$ cat src/rtl/sync_framed_packet_deframer_assert.svh
// Assertion macros shared by the deframer RTL.
// Users must have clk and rst_n (synchronous, active low) in scope.
`ifndef SYNC_FRAMED_PACKET_DEFRAMER_ASSERT_SVH
`define SYNC_FRAMED_PACKET_DEFRAMER_ASSERT_SVH

// Property must hold at every clock edge outside reset.
`define SFPD_ASSERT(lbl, prop, msg) \
  lbl: assert property (@(posedge clk) disable iff (!rst_n) prop) \
    else $error(msg);

// Expression must never be true outside reset.
`define SFPD_ASSERT_NEVER(lbl, expr, msg) \
  lbl: assert property (@(posedge clk) disable iff (!rst_n) !(expr)) \
    else $error(msg);

`endif

$ cat src/rtl/sfpd_pkg.sv
// Shared types and constants for the framed packet deframer.
// No dependencies; compiled before all other deframer files.
package sfpd_pkg;

  localparam int STORE_DEPTH_DEF = 64;
  localparam int CMP_W           = 9;   // byte plus one bit, for L+1 / L+2 compares
  localparam int IDX_W           = 6;
  localparam int TOT_W           = 16;

  localparam logic [7:0] SYNC_BYTE = 8'hA5;
  localparam logic [7:0] END_BYTE  = 8'h5A;

  typedef enum logic [1:0] {
    EV_NONE  = 2'd0,
    EV_DATA  = 2'd1,
    EV_CKSUM = 2'd2,
    EV_OVFL  = 2'd3
  } event_t;

  typedef enum logic [3:0] {
    ST_HUNT,
    ST_SYNC2,
    ST_LENGTH,
    ST_PAYLOAD,
    ST_END1,
    ST_END2,
    ST_SUM_RD,
    ST_SUM_CHK,
    ST_EMIT_RD,
    ST_EMIT_PUT,
    ST_EV_OVFL,
    ST_EV_CKSUM
  } state_t;

  // controller -> datapath
  typedef struct packed {
    logic   restart;
    logic   len_load;
    logic   pay_store;
    logic   sum_init;
    logic   sum_acc;
    logic   emit_init;
    logic   good_inc;
    logic   bad_inc;
    logic   out_load;
    event_t out_ev;
  } dp_cmd_t;

  // datapath -> controller
  typedef struct packed {
    logic is_sync;
    logic is_end;
    logic sync_seen;
    logic end_seen;
    logic len_big;
    logic store_full;
    logic cnt_hit;
    logic idx_at_chk;
    logic idx_at_last;
    logic sum_ok;
    logic out_free;
  } dp_stat_t;

endpackage

$ cat src/rtl/sfpd_if.sv
// Valid/ready channel interfaces for the deframer's byte input and result output.
// No dependencies.
interface sfpd_in_if;
  logic       valid;
  logic       ready;
  logic [7:0] rx_byte;

  modport source (output valid, output rx_byte, input ready);
  modport sink   (input valid, input rx_byte, output ready);
endinterface

interface sfpd_out_if;
  logic        valid;
  logic        ready;
  logic [1:0]  event_res;
  logic [7:0]  data_byte;
  logic [5:0]  byte_index;
  logic        last;
  logic [15:0] good_frames;
  logic [15:0] bad_frames;

  modport source (output valid, output event_res, output data_byte, output byte_index,
                  output last, output good_frames, output bad_frames, input ready);
  modport sink   (input valid, input event_res, input data_byte, input byte_index,
                  input last, input good_frames, input bad_frames, output ready);
endinterface

$ cat src/rtl/sfpd_ctrl.sv
// Deframer controller: frame phase state machine and checksum/emit sequencer.
// Depends on sfpd_pkg.
module sfpd_ctrl (
  input  logic               clk,
  input  logic               rst_n,
  input  logic               in_valid,
  output logic               in_ready,
  input  sfpd_pkg::dp_stat_t stat,
  output sfpd_pkg::dp_cmd_t  cmd
);
  import sfpd_pkg::*;

  state_t state_r, state_nxt;
  logic   acc;

  assign acc = in_valid && in_ready;

  always_ff @(posedge clk) begin
    if (!rst_n) begin
      state_r <= ST_HUNT;
    end else begin
      state_r <= state_nxt;
    end
  end

  // next state
  always_comb begin
    state_nxt = state_r;
    unique case (state_r)
      ST_HUNT: begin
        if (acc && stat.is_sync) state_nxt = ST_SYNC2;
      end
      ST_SYNC2: begin
        if (acc) state_nxt = stat.is_sync ? ST_LENGTH : ST_HUNT;
      end
      ST_LENGTH: begin
        if (acc) state_nxt = stat.len_big ? ST_EV_OVFL : ST_PAYLOAD;
      end
      ST_PAYLOAD: begin
        if (acc) begin
          priority if (stat.is_end && stat.end_seen) state_nxt = ST_HUNT;
          else if (stat.store_full)                  state_nxt = ST_EV_OVFL;
          else if (stat.cnt_hit)                     state_nxt = ST_END1;
          else if (stat.is_sync && stat.sync_seen)   state_nxt = ST_LENGTH;
          else                                       state_nxt = ST_PAYLOAD;
        end
      end
      ST_END1: begin
        if (acc) begin
          priority if (stat.is_end) state_nxt = ST_END2;
          else if (stat.is_sync)    state_nxt = ST_SYNC2;
          else                      state_nxt = ST_HUNT;
        end
      end
      ST_END2: begin
        if (acc) begin
          priority if (stat.is_end) state_nxt = ST_SUM_RD;
          else if (stat.is_sync)    state_nxt = ST_SYNC2;
          else                      state_nxt = ST_HUNT;
        end
      end
      ST_SUM_RD:  state_nxt = ST_SUM_CHK;
      ST_SUM_CHK: begin
        if (stat.idx_at_chk) state_nxt = stat.sum_ok ? ST_EMIT_RD : ST_EV_CKSUM;
        else                 state_nxt = ST_SUM_RD;
      end
      ST_EMIT_RD: state_nxt = ST_EMIT_PUT;
      ST_EMIT_PUT: begin
        if (stat.out_free) state_nxt = stat.idx_at_last ? ST_HUNT : ST_EMIT_RD;
      end
      ST_EV_OVFL, ST_EV_CKSUM: begin
        if (stat.out_free) state_nxt = ST_HUNT;
      end
      default: state_nxt = ST_HUNT;
    endcase
  end

  // outputs
  always_comb begin
    cmd        = '0;
    cmd.out_ev = EV_NONE;
    in_ready   = 1'b0;
    unique case (state_r)
      ST_HUNT: in_ready = 1'b1;
      ST_SYNC2: begin
        in_ready = 1'b1;
        if (acc && !stat.is_sync) cmd.restart = 1'b1;
      end
      ST_LENGTH: begin
        in_ready = 1'b1;
        if (acc) begin
          cmd.len_load = 1'b1;
          cmd.restart  = stat.len_big;
        end
      end
      ST_PAYLOAD: begin
        in_ready = 1'b1;
        if (acc) begin
          if ((stat.is_end && stat.end_seen) || stat.store_full) cmd.restart = 1'b1;
          else cmd.pay_store = 1'b1;
        end
      end
      ST_END1: begin
        in_ready = 1'b1;
        if (acc && !stat.is_end) cmd.restart = 1'b1;
      end
      ST_END2: begin
        in_ready = 1'b1;
        if (acc) begin
          cmd.restart  = 1'b1;
          cmd.sum_init = stat.is_end;
        end
      end
      ST_SUM_RD: ;
      ST_SUM_CHK: begin
        if (stat.idx_at_chk) begin
          cmd.good_inc  = stat.sum_ok;
          cmd.emit_init = stat.sum_ok;
          cmd.bad_inc   = !stat.sum_ok;
        end else begin
          cmd.sum_acc = 1'b1;
        end
      end
      ST_EMIT_RD: ;
      ST_EMIT_PUT: begin
        if (stat.out_free) begin
          cmd.out_load = 1'b1;
          cmd.out_ev   = EV_DATA;
        end
      end
      ST_EV_OVFL: begin
        if (stat.out_free) begin
          cmd.out_load = 1'b1;
          cmd.out_ev   = EV_OVFL;
        end
      end
      ST_EV_CKSUM: begin
        if (stat.out_free) begin
          cmd.out_load = 1'b1;
          cmd.out_ev   = EV_CKSUM;
        end
      end
      default: ;
    endcase
  end

endmodule

$ cat src/rtl/sfpd_dp.sv
// Deframer datapath: frame store, counters, checksum accumulator, result register.
// Depends on sfpd_pkg and sync_framed_packet_deframer_assert.svh.
module sfpd_dp #(
  parameter int STORE_DEPTH = sfpd_pkg::STORE_DEPTH_DEF
) (
  input  logic               clk,
  input  logic               rst_n,
  input  sfpd_pkg::dp_cmd_t  cmd,
  input  logic [7:0]         in_byte,
  input  logic               out_ready,
  output sfpd_pkg::dp_stat_t stat,
  output logic               out_valid,
  output logic [1:0]         out_event,
  output logic [7:0]         out_data,
  output logic [5:0]         out_index,
  output logic               out_last,
  output logic [15:0]        out_good,
  output logic [15:0]        out_bad
);
  import sfpd_pkg::*;

  localparam int AW = $clog2(STORE_DEPTH);
  localparam int CW = $clog2(STORE_DEPTH + 1);

  logic [7:0]       store_mem [STORE_DEPTH];
  logic [7:0]       rdata_r;
  logic [CW-1:0]    count_r;
  logic [7:0]       len_r;
  logic             sync_seen_r;
  logic             end_seen_r;
  logic [AW-1:0]    idx_r;
  logic [7:0]       sum_r;
  logic [TOT_W-1:0] good_r;
  logic [TOT_W-1:0] bad_r;
  logic             out_valid_r;
  event_t           out_ev_r;
  logic [7:0]       out_data_r;
  logic [IDX_W-1:0] out_index_r;
  logic             out_last_r;
  logic [TOT_W-1:0] out_good_r;
  logic [TOT_W-1:0] out_bad_r;

  // status
  always_comb begin
    stat.is_sync     = (in_byte == SYNC_BYTE);
    stat.is_end      = (in_byte == END_BYTE);
    stat.sync_seen   = sync_seen_r;
    stat.end_seen    = end_seen_r;
    stat.len_big     = CMP_W'(in_byte) > CMP_W'(STORE_DEPTH - 2);
    stat.store_full  = (count_r >= CW'(STORE_DEPTH));
    // count after this store equals L+2
    stat.cnt_hit     = (CMP_W'(count_r) == CMP_W'(len_r) + CMP_W'(1));
    stat.idx_at_chk  = (CMP_W'(idx_r) == CMP_W'(len_r) + CMP_W'(1));
    stat.idx_at_last = (CMP_W'(idx_r) == CMP_W'(len_r));
    stat.sum_ok      = (sum_r == rdata_r);
    stat.out_free    = !out_valid_r || out_ready;
  end

  // control state
  always_ff @(posedge clk) begin
    if (!rst_n) begin
      count_r     <= '0;
      len_r       <= '0;
      sync_seen_r <= 1'b0;
      end_seen_r  <= 1'b0;
      good_r      <= '0;
      bad_r       <= '0;
      out_valid_r <= 1'b0;
    end else begin
      if (cmd.restart) begin
        count_r     <= '0;
        sync_seen_r <= 1'b0;
        end_seen_r  <= 1'b0;
      end else if (cmd.pay_store) begin
        count_r     <= count_r + 1'b1;
        sync_seen_r <= stat.is_sync;
        end_seen_r  <= stat.is_end;
      end else if (cmd.len_load) begin
        if (stat.is_sync)     sync_seen_r <= 1'b1;
        else if (stat.is_end) end_seen_r  <= 1'b1;
      end
      if (cmd.len_load) len_r <= in_byte;
      if (cmd.good_inc) good_r <= good_r + 1'b1;
      if (cmd.bad_inc)  bad_r  <= bad_r + 1'b1;
      if (cmd.out_load)      out_valid_r <= 1'b1;
      else if (out_ready)    out_valid_r <= 1'b0;
    end
  end

  // frame store, one write and one registered read port
  always_ff @(posedge clk) begin
    if (cmd.pay_store) store_mem[count_r[AW-1:0]] <= in_byte;
    rdata_r <= store_mem[idx_r];
  end

  // walk index and checksum
  always_ff @(posedge clk) begin
    if (cmd.sum_init) begin
      idx_r <= AW'(1);
      sum_r <= '0;
    end else if (cmd.sum_acc) begin
      idx_r <= idx_r + 1'b1;
      sum_r <= sum_r + rdata_r;
    end else if (cmd.emit_init) begin
      idx_r <= '0;
    end else if (cmd.out_load && cmd.out_ev == EV_DATA) begin
      idx_r <= idx_r + 1'b1;
    end
  end

  // result register
  always_ff @(posedge clk) begin
    if (cmd.out_load) begin
      out_ev_r <= cmd.out_ev;
      if (cmd.out_ev == EV_DATA) begin
        out_data_r  <= rdata_r;
        out_index_r <= IDX_W'(idx_r);
        out_last_r  <= stat.idx_at_last;
      end else begin
        out_data_r  <= '0;
        out_index_r <= '0;
        out_last_r  <= 1'b1;
      end
      out_good_r <= good_r;
      out_bad_r  <= bad_r;
    end
  end

  assign out_valid = out_valid_r;
  assign out_event = out_ev_r;
  assign out_data  = out_data_r;
  assign out_index = out_index_r;
  assign out_last  = out_last_r;
  assign out_good  = out_good_r;
  assign out_bad   = out_bad_r;

`include "sync_framed_packet_deframer_assert.svh"

  `SFPD_ASSERT(a_store_in_range, cmd.pay_store |-> (count_r < CW'(STORE_DEPTH)), "store write past end")
  `SFPD_ASSERT(a_no_overwrite, cmd.out_load |-> (!out_valid_r || out_ready), "pending result overwritten")
  `SFPD_ASSERT_NEVER(a_one_verdict, cmd.good_inc && cmd.bad_inc, "frame counted good and bad")
  `SFPD_ASSERT(a_load_valid, cmd.out_load |=> out_valid_r, "loaded result not presented")

endmodule

$ cat src/rtl/sync_framed_packet_deframer.sv
// Top level of the synchronous framed packet deframer.
// Depends on sfpd_pkg, sfpd_if, sfpd_ctrl and sfpd_dp.
//
// Takes received bytes one word at a time and recovers frames of the form
// A5 A5, length L, L+2 stored bytes, 5A 5A. Inside the payload two A5 bytes
// in a row return to the length phase (the count is kept) and two 5A bytes
// in a row abort the frame. On the closing 5A the stored bytes 1..L are
// summed mod 256 and compared with stored byte L+1: a match emits stored
// bytes 0..L as a run of event-1 words with last on the final one, a
// mismatch emits one event-2 word. A length above STORE_DEPTH-2, or a byte
// arriving with the store full, emits one event-3 word. Every result word
// carries the good and bad frame totals after the update.
// Timing: a byte that only advances the frame phase is taken as soon as it
// is offered. A byte that causes an overflow event is taken, then the input
// holds off while the word is loaded (longer if the result register is still
// full). The closing 5A starts a walk over the single read port of the frame
// store: stored bytes 1..L+1 are read in turn for the checksum, then each
// emitted byte is read and put (L+1 words for a good frame, one for a bad
// one), stretched by any output backpressure. The input is held off for the
// whole walk. The result register lets the next frame start while the last
// word of the previous one waits to be taken. No clearing pass after reset.
module sync_framed_packet_deframer #(
  parameter int STORE_DEPTH = sfpd_pkg::STORE_DEPTH_DEF
) (
  input  logic           clk,
  input  logic           rst_n,
  sfpd_in_if.sink        in_ch,
  sfpd_out_if.source     out_ch
);
  import sfpd_pkg::*;

  dp_cmd_t  cmd;
  dp_stat_t stat;

  // frame phase and walk sequencing
  sfpd_ctrl u_ctrl (
    .clk      (clk),
    .rst_n    (rst_n),
    .in_valid (in_ch.valid),
    .in_ready (in_ch.ready),
    .stat     (stat),
    .cmd      (cmd)
  );

  // store, counters, checksum and the result register
  sfpd_dp #(
    .STORE_DEPTH (STORE_DEPTH)
  ) u_dp (
    .clk       (clk),
    .rst_n     (rst_n),
    .cmd       (cmd),
    .in_byte   (in_ch.rx_byte),
    .out_ready (out_ch.ready),
    .stat      (stat),
    .out_valid (out_ch.valid),
    .out_event (out_ch.event_res),
    .out_data  (out_ch.data_byte),
    .out_index (out_ch.byte_index),
    .out_last  (out_ch.last),
    .out_good  (out_ch.good_frames),
    .out_bad   (out_ch.bad_frames)
  );

endmodule

$ cat src/flat_wrapper.sv
// flat-port wrapper written by rule: the top's interface ports become plain ports
module sync_framed_packet_deframer_flat import sfpd_pkg::*;
#(
  parameter int STORE_DEPTH = sfpd_pkg::STORE_DEPTH_DEF
)
  (clk, rst_n, in_ch_valid, in_ch_rx_byte, in_ch_ready, out_ch_valid, out_ch_event_res, out_ch_data_byte, out_ch_byte_index, out_ch_last, out_ch_good_frames, out_ch_bad_frames, out_ch_ready);
  sfpd_in_if in_ch_i ();
  sfpd_out_if out_ch_i ();
  input  logic clk;
  input  logic rst_n;
  input wire logic [$bits(in_ch_i.valid)-1:0] in_ch_valid;
  input wire logic [$bits(in_ch_i.rx_byte)-1:0] in_ch_rx_byte;
  output wire logic [$bits(in_ch_i.ready)-1:0] in_ch_ready;
  output wire logic [$bits(out_ch_i.valid)-1:0] out_ch_valid;
  output wire logic [$bits(out_ch_i.event_res)-1:0] out_ch_event_res;
  output wire logic [$bits(out_ch_i.data_byte)-1:0] out_ch_data_byte;
  output wire logic [$bits(out_ch_i.byte_index)-1:0] out_ch_byte_index;
  output wire logic [$bits(out_ch_i.last)-1:0] out_ch_last;
  output wire logic [$bits(out_ch_i.good_frames)-1:0] out_ch_good_frames;
  output wire logic [$bits(out_ch_i.bad_frames)-1:0] out_ch_bad_frames;
  input wire logic [$bits(out_ch_i.ready)-1:0] out_ch_ready;
  assign in_ch_i.valid = in_ch_valid;
  assign in_ch_i.rx_byte = in_ch_rx_byte;
  assign in_ch_ready = in_ch_i.ready;
  assign out_ch_valid = out_ch_i.valid;
  assign out_ch_event_res = out_ch_i.event_res;
  assign out_ch_data_byte = out_ch_i.data_byte;
  assign out_ch_byte_index = out_ch_i.byte_index;
  assign out_ch_last = out_ch_i.last;
  assign out_ch_good_frames = out_ch_i.good_frames;
  assign out_ch_bad_frames = out_ch_i.bad_frames;
  assign out_ch_i.ready = out_ch_ready;
  sync_framed_packet_deframer #(.STORE_DEPTH(STORE_DEPTH)) u_core (.clk(clk), .rst_n(rst_n), .in_ch(in_ch_i), .out_ch(out_ch_i));
endmodule
$ cat config.mk
export PLATFORM = sky130hd
export DESIGN_NAME = sync_framed_packet_deframer_flat
export DESIGN_NICKNAME = d
export VERILOG_FILES = /design/src/rtl/sfpd_pkg.sv /design/src/rtl/sfpd_if.sv /design/src/rtl/sfpd_ctrl.sv /design/src/rtl/sfpd_dp.sv /design/src/rtl/sync_framed_packet_deframer.sv /design/src/flat_wrapper.sv
export VERILOG_INCLUDE_DIRS = /design/src /design/src/rtl
export SDC_FILE = /design/constraint.sdc
export NUM_CORES = 1
export LEC_CHECK = 0
export BUFFER_PORTS_ARGS = -buffer_cell sky130_fd_sc_hd__clkbuf_2
export CORE_ASPECT_RATIO = 0.5
export CORE_UTILIZATION = 56
export DETAILED_ROUTE_END_ITERATION = 10
export GPL_TIMING_DRIVEN = 0
export PLACE_DENSITY = 0.74
export SLEW_MARGIN = 20
export SYNTH_ARGS = -nofsm -noshare
export SYNTH_HDL_FRONTEND = slang
export SYNTH_SLANG_ARGS = --single-unit
$ cat constraint.sdc
create_clock -name clk -period 3.2 [get_ports clk]
set_clock_uncertainty 0.15 [all_clocks]
set_input_delay 0.32 -clock clk [delete_from_list [all_inputs] [get_ports clk]]
set_output_delay 0.32 -clock clk [all_outputs]
set_load 0.02 [all_outputs]
### Word level (Yosys, flattened, before mapping)

Memory sizes are Yosys's and may differ from the RTL's. A register that Yosys moved wholly into a read port is not among the register bits.
Cells that the tools add are included.

* add/subtract/negate cells: 6
* multiply operators: 0
* divide/modulo/power cells: 0
* order comparisons: 2
* equality and inequality tests: 27
* shift operators: 0
* multiplexer cells: 56
* bitwise logic cells: 1
* reductions and logical operators: 25

Operator list (number)
* 2-to-1 mux 4 bit: 14
* one-hot mux 4 bit (11 select lines): 1
* adder 16 x 1 -> 16 bit (second input constant): 2
* 2-to-1 mux 1 bit: 26
* 2-to-1 mux 3 bit: 7
* 2-to-1 mux 6 bit: 3
* == test 4 x 3 -> 1 bit (second input constant): 4
* == test 4 bit (second input constant): 4
* inequality test 2 bit (second input constant): 6
* adder 8 x 1 -> 9 bit (second input constant): 1
* == test 6 x 9 -> 1 bit: 1
* == test 7 x 9 -> 1 bit: 1
* one-hot mux 3 bit (3 select lines): 1
* adder 8 bit: 1
* == test 4 x 2 -> 1 bit (second input constant): 2
* == test 6 x 8 -> 1 bit: 1
* == test 8 x 7 -> 1 bit (second input constant): 1
* == test 8 bit: 1
* == test 8 bit (second input constant): 1
* > comparator 8 x 6 -> 1 bit (second input constant): 1
* AND reduction 8 bit: 1
* nonzero test 2 bit: 4
* adder 7 x 1 -> 7 bit (second input constant): 1
* greater-or-equal comparator 7 bit (second input constant): 1
* other kinds (16): 31

* bits in registers: 117
* bits in latches: 0
* RAM bits: 512
* ROM bits: 0
* input bits: 12
* output and inout port bits: 51
* memories: 1

Memories
* u_core.u_dp.store_mem: depth 64, bits a word 8, rd ports 1, clocked after Yosys merged registers in 1, wr ports 1, line sfpd_dp.sv:25 `logic [7:0] store_mem [STORE_DEPTH];`

### Longest topological paths before layout

* word-level depth: 9
* gate-level depth with buffers: 10
* gate-level depth less buffers: 10

### Cells and area by module

A second synthesis with hierarchy kept.

* cells, all modules: 1562
* area, all modules: 25876.1 sq um

By module, submodules not included
* sfpd_dp: times used 1, cells each 1471, area each 25269.2 sq um, seq. area each 18287.5 sq um
* sfpd_ctrl: times used 1, cells each 91, area each 606.8 sq um, seq. area each 80.1 sq um

### Least setup slack after synthesis

Ideal clock, no wire load.

* path type: reg-to-reg
* start: register u_core.u_dp.out_valid_r (netlist: u_core.u_dp.out_valid)
* end: register u_core.u_dp.out_bad_r[0] (netlist: u_core.u_dp.out_bad[0]) (enable)
* arrival: 2.925 ns
* data required time: 2.594 ns
* slack: -0.331 ns
* cell stages (with the launch flop): 4
* buffers on the path: 0
* period minus slack after synthesis: 3.531 ns
* path through: dfxtp_1 nor2b_1 or2_2 nor2_1

RTL lines
* start: declaration: line sfpd_dp.sv:35 `logic out_valid_r;`
* start signal: assignment: line sfpd_dp.sv:68 `out_valid_r <= 1'b0;`
* start signal: assignment: line sfpd_dp.sv:85 `if (cmd.out_load) out_valid_r <= 1'b1;`
* start signal: assignment: line sfpd_dp.sv:86 `else if (out_ready) out_valid_r <= 1'b0;`
* end signal: assignment: line sfpd_dp.sv:125 `out_bad_r <= bad_r;`
* end: declaration: line sfpd_dp.sv:41 `logic [TOT_W-1:0] out_bad_r;`

### Worst setup path after layout

* start: register u_core.u_ctrl.state_r[2]
* end: memory u_core.u_dp.store_mem[55][3] (enable)

* word-level cells in the longest chain between the ends: 8

RTL lines
* start: declaration: line sfpd_ctrl.sv:13 `state_t state_r, state_nxt;`
* start signal: assignment: line sfpd_ctrl.sv:22 `state_r <= state_nxt;`
* == test 4 x 3 -> 1 bit (tied with other cells): line sfpd_ctrl.sv:83 `unique case (state_r)`
* OR reduction 6 bit (no source line)
* 2-to-1 mux 1 bit: line sfpd_ctrl.sv:83
* logical AND 1 bit: line sfpd_ctrl.sv:16 `assign acc = in_valid && in_ready;`
* 2-to-1 mux 1 bit: line sfpd_ctrl.sv:98 `if (acc) begin`
* 2-to-1 mux 1 bit (*): line sfpd_ctrl.sv:83
* 2-to-1 mux 1 bit (*): line sfpd_dp.sv:92 `if (cmd.pay_store) store_mem[count_r[AW-1:0]] <= in_byte;`
* 2-to-1 mux 1 bit (not written as such) (*): line sfpd_dp.sv:92
* end: declaration: line sfpd_dp.sv:25

Every way passes the cells marked *; elsewhere a longest branch is shown, timed or not.

==> metrics.md <==
| Metric | Value |
|---|---|
| Power Dens Cells | `559 nW/um2` |
| Synth Area per Inst | `18.3 um2` |
| Total GRT Usage | `25.3%` |
| Worst Path Arrival | `3.31 ns` |
| Hold slack | `0.0618 ns` |
| Vias in the first global route | `13800` |
| Worst min path class | `in2reg` |
| Remaining DRCs | `0` |
| CP Class | `reg2reg` |
| Max-cap violations | `0` |
| Most frequent cells in the layout | `561 x edfxtp_1, 168 x mux4_2, 75 x dfxtp_1` |
| GRT met1 Usage | `36.7%` |
| Fin nets | `1551` |
| Initial DRC count | `1666` |
| Cells on worst reg2reg path | `7` |
| Bufs on Longest Clock Path | `3` |
| Post-synth top area cell | `edfxtp_1` |
| Top cell type's share of synthesized area | `65.8%` |
| Hold wc startpoint | `in_ch_rx_byte[5]` |
| Layout area overhead | `12.9%` |
| Io pins | `63` |
| Commonest non-fill, non-tap cell in the layout | `edfxtp_1` |
| VDD IR max | `400 uV` |
| Die W | `304 um` |
| R2R Path Start | `u_core.u_ctrl.state_r[2]$_SDFFE_PN0P_` |
| H-tree depth | `2` |
| Fin crit share | `101%` |
| Max Freq | `308 MHz` |
| Sequential share of the synthesized area | `71.8%` |
| Area after DPL | `26700 um2` |
| Total CTS buffers | `53` |
| Final Setup Violations | `45` |
| Critical Path RT | `3.27 ns` |
| Hold Path Sink | `u_core.u_dp.store_mem[60][5]$_DFFE_PP_` |
| WHS Path Cells | `1` |
| Clk_lat worst skew | `0.58 ns` |
| Largest net degree at the start of global routing | `70` |
| Core footprint | `44300 um2` |
| Die footprint | `46600 um2` |
| Distinct cells, synth | `72` |
| Vias | `14000` |
| CTS tree | `done` |
| M3 GR Usage | `4.98%` |
| First drt pass iteration count | `6` |
| Clock root cell | `clkbuf_16` |
| Final worst slack | `-0.0442 ns` |
| Status | `finished with violations` |
| Antenna violations before repair | `1` |
| Initial Util | `57.7%` |
| Crit path launch type | `flip-flop` |
| Post-synth EDFFs | `561` |
| Avg Vias per Cell | `6.49` |
| GPL Wtd Cong | `0.895` |
| Die Y | `153 um` |
| Max-slew violation count | `0` |
| Antenna diodes | `0` |
| Final hold vios | `0` |
| Pleak | `9.14 nW` |
| Yosys reg bits | `637` |
| Reg2reg setup slack | `-0.04 ns` |
| CP Max Fanout | `10` |
| Clock sink count | `637` |
| Ys flop type | `edfxtp_1` |
| Final Critical Period | `3.24 ns` |
| Met2 Usage GRT | `40.2%` |
| Top post-synthesis cells by area | `edfxtp_1 66%, mux4_2 15%, dfxtp_1 5.9%` |
| Final wirelength | `58.1 mm` |
| First-pass GRT wire length | `87.3 mm` |
| Synth warnings | `0` |
| Max_slew headroom | `34.2%` |
| GR peak layer | `met2` |
| RSZ-0062 raised after global routing | `yes` |
| Critical R2R Capture | `u_core.u_dp.store_mem[55][3]$_DFFE_PP_` |
| Dpl hpwl | `36.5 mm` |
| Critical Path Sink Type | `flip-flop` |
| Design area | `28900 um2` |
| Async SR Flop Fraction | `0%` |
| Row count | `54` |
| Cells after Synth | `1401` |
| Synthesized net count | `1427` |
| DR WL/cell | `27.0 um` |
| Remaining antenna violation count after routing | `0` |
| Least-Margin Pin Slew | `0.987 ns` |
| GRT overflow | `0` |
| Failing checks | `negative setup slack` |
| Reg clk slew, reported paths | `0.07 ns` |
| Syn Std Cell Area | `25600 um2` |
| I/O Buffers | `61` |
| Share of layout cells above drive strength 1 | `27.6%` |
==> area by class of cell <==
cell class,count,area [um2]
plain buffers,76,405
clock buffers,74,1460
clock inverters,22,128
fillers,2835,15400
inverters,16,60.1
multi-input cells,672,7290
flip-flops and latches,637,18400
well taps,588,736
repair buffers,69,458
==> sequential cells by signal, summed over array words and instances, names as in the netlist <==
register	count
u_core.u_ctrl.state_r	4
u_core.u_dp.bad_r	16
u_core.u_dp.count_r	7
u_core.u_dp.end_seen_r	1
u_core.u_dp.good_r	16
u_core.u_dp.idx_r	6
u_core.u_dp.len_r	8
u_core.u_dp.out_bad	16
u_core.u_dp.out_data	8
u_core.u_dp.out_event	2
u_core.u_dp.out_good	16
u_core.u_dp.out_index	6
u_core.u_dp.out_last	1
u_core.u_dp.out_valid	1
u_core.u_dp.rdata_r	8
u_core.u_dp.store_mem	512
u_core.u_dp.sum_r	8
u_core.u_dp.sync_seen_r	1
==> critical path, stage by stage (launching register included) <==
cell	delay, ns
dfxtp_1	0.37
a21oi_1	0.45
nand2_1	0.29
a2111oi_4	0.31
buf_4	0.19
buf_4	0.16
nand4_4	0.37
nor2_2	0.59
==> cell families (layout without fill, tap and decap cells) <==
kind of cell	count (synthesis)	after routing	synth area share, %
flops	637	637	71.8
simple gates	332	332	6.58
mux	181	181	15.3
compound gates	111	111	2.93
buf+inv	92	257	1.48
xor+xnor	34	34	1.25
fa+ha+maj	14	14	0.714
==> metal layers <==
| metal | wire (um) | part of all wire, % |
|---|---|---|
| met4 | 1360 | 2.3 |
| met2 | 27600 | 47 |
| met3 | 5690 | 9.8 |
| met5 | 0 | 0 |
| met1 | 23500 | 40 |
==> per-stage QoR <==
stage | util (%) | total power, W | cells | setup TNS (ns) | setup slack [ns]
floorplan | - | 0.00984 | 1401 | 0 | 0.287
global placement | 60.1 | 0.0101 | 2050 | -755.86 | -1.66
detailed placement | 60.2 | 0.0102 | 2051 | -610.61 | -1.43
CTS | 64.8 | 0.0161 | 2151 | -14.73 | -0.143
global route | 65.2 | 0.0165 | 2154 | -6.60 | -0.133
finish | 65.2 | 0.0161 | 2154 | -0.958 | -0.0442
==> synth_stat cells, drive strengths merged (13+ instances only) <==
cell and instances:
xnor2 17, inv 15, edfxtp 561, nor2 116, or3 19, dfxtp 76
nand2 51, nand4 18, xor2 16, and2 17, o21ai 23, mux2i 13
buf 33, nand3 40, a21oi 43, ha 13, clkbuf 43, mux4 168
==> how the worst max path moves through the flow <==
stage | from | end | slack (ns) | depth (start not counted)
after floorplan | u_core.u_ctrl.state_r[2]$_SDFFE_PN0P_ | u_core.u_dp.store_mem[60][0]$_DFFE_PP_ | 0.29 | 5
after global placement | in_ch_rx_byte[3] | u_core.u_dp.store_mem[51][0]$_DFFE_PP_ | -1.66 | 9
after detailed placement | in_ch_rx_byte[3] | u_core.u_dp.store_mem[30][3]$_DFFE_PP_ | -1.43 | 7
after CTS | in_ch_rx_byte[1] | u_core.u_dp.store_mem[57][0]$_DFFE_PP_ | -0.14 | 9
after global routing | u_core.u_ctrl.state_r[3]$_SDFFE_PN0P_ | u_core.u_dp.store_mem[23][4]$_DFFE_PP_ | -0.13 | 7
final | u_core.u_ctrl.state_r[2]$_SDFFE_PN0P_ | u_core.u_dp.store_mem[55][3]$_DFFE_PP_ | -0.04 | 7
==> where the power goes <==
| group | internal [W] | total [W] | switching, W |
|---|---|---|---|
| Sequential | 0.00904 | 0.00907 | 0.0000263 |
| Clock | 0.00325 | 0.00608 | 0.00283 |
| Combinational | 0.000388 | 0.000988 | 0.000600 |
| Total | 0.0127 | 0.0161 | 0.00346 |
==> timing repair <==
action | in CTS | in global routing
gates resized for setup | 133 | 37
hold endpoints to repair | 2 | 0
hold buffers | 1 | 0
setup buffers | 3 | 3
endpoints found under the setup margin | 526 | 339
pin swaps | 2 | 3
(Power assumes the default switching activity.)
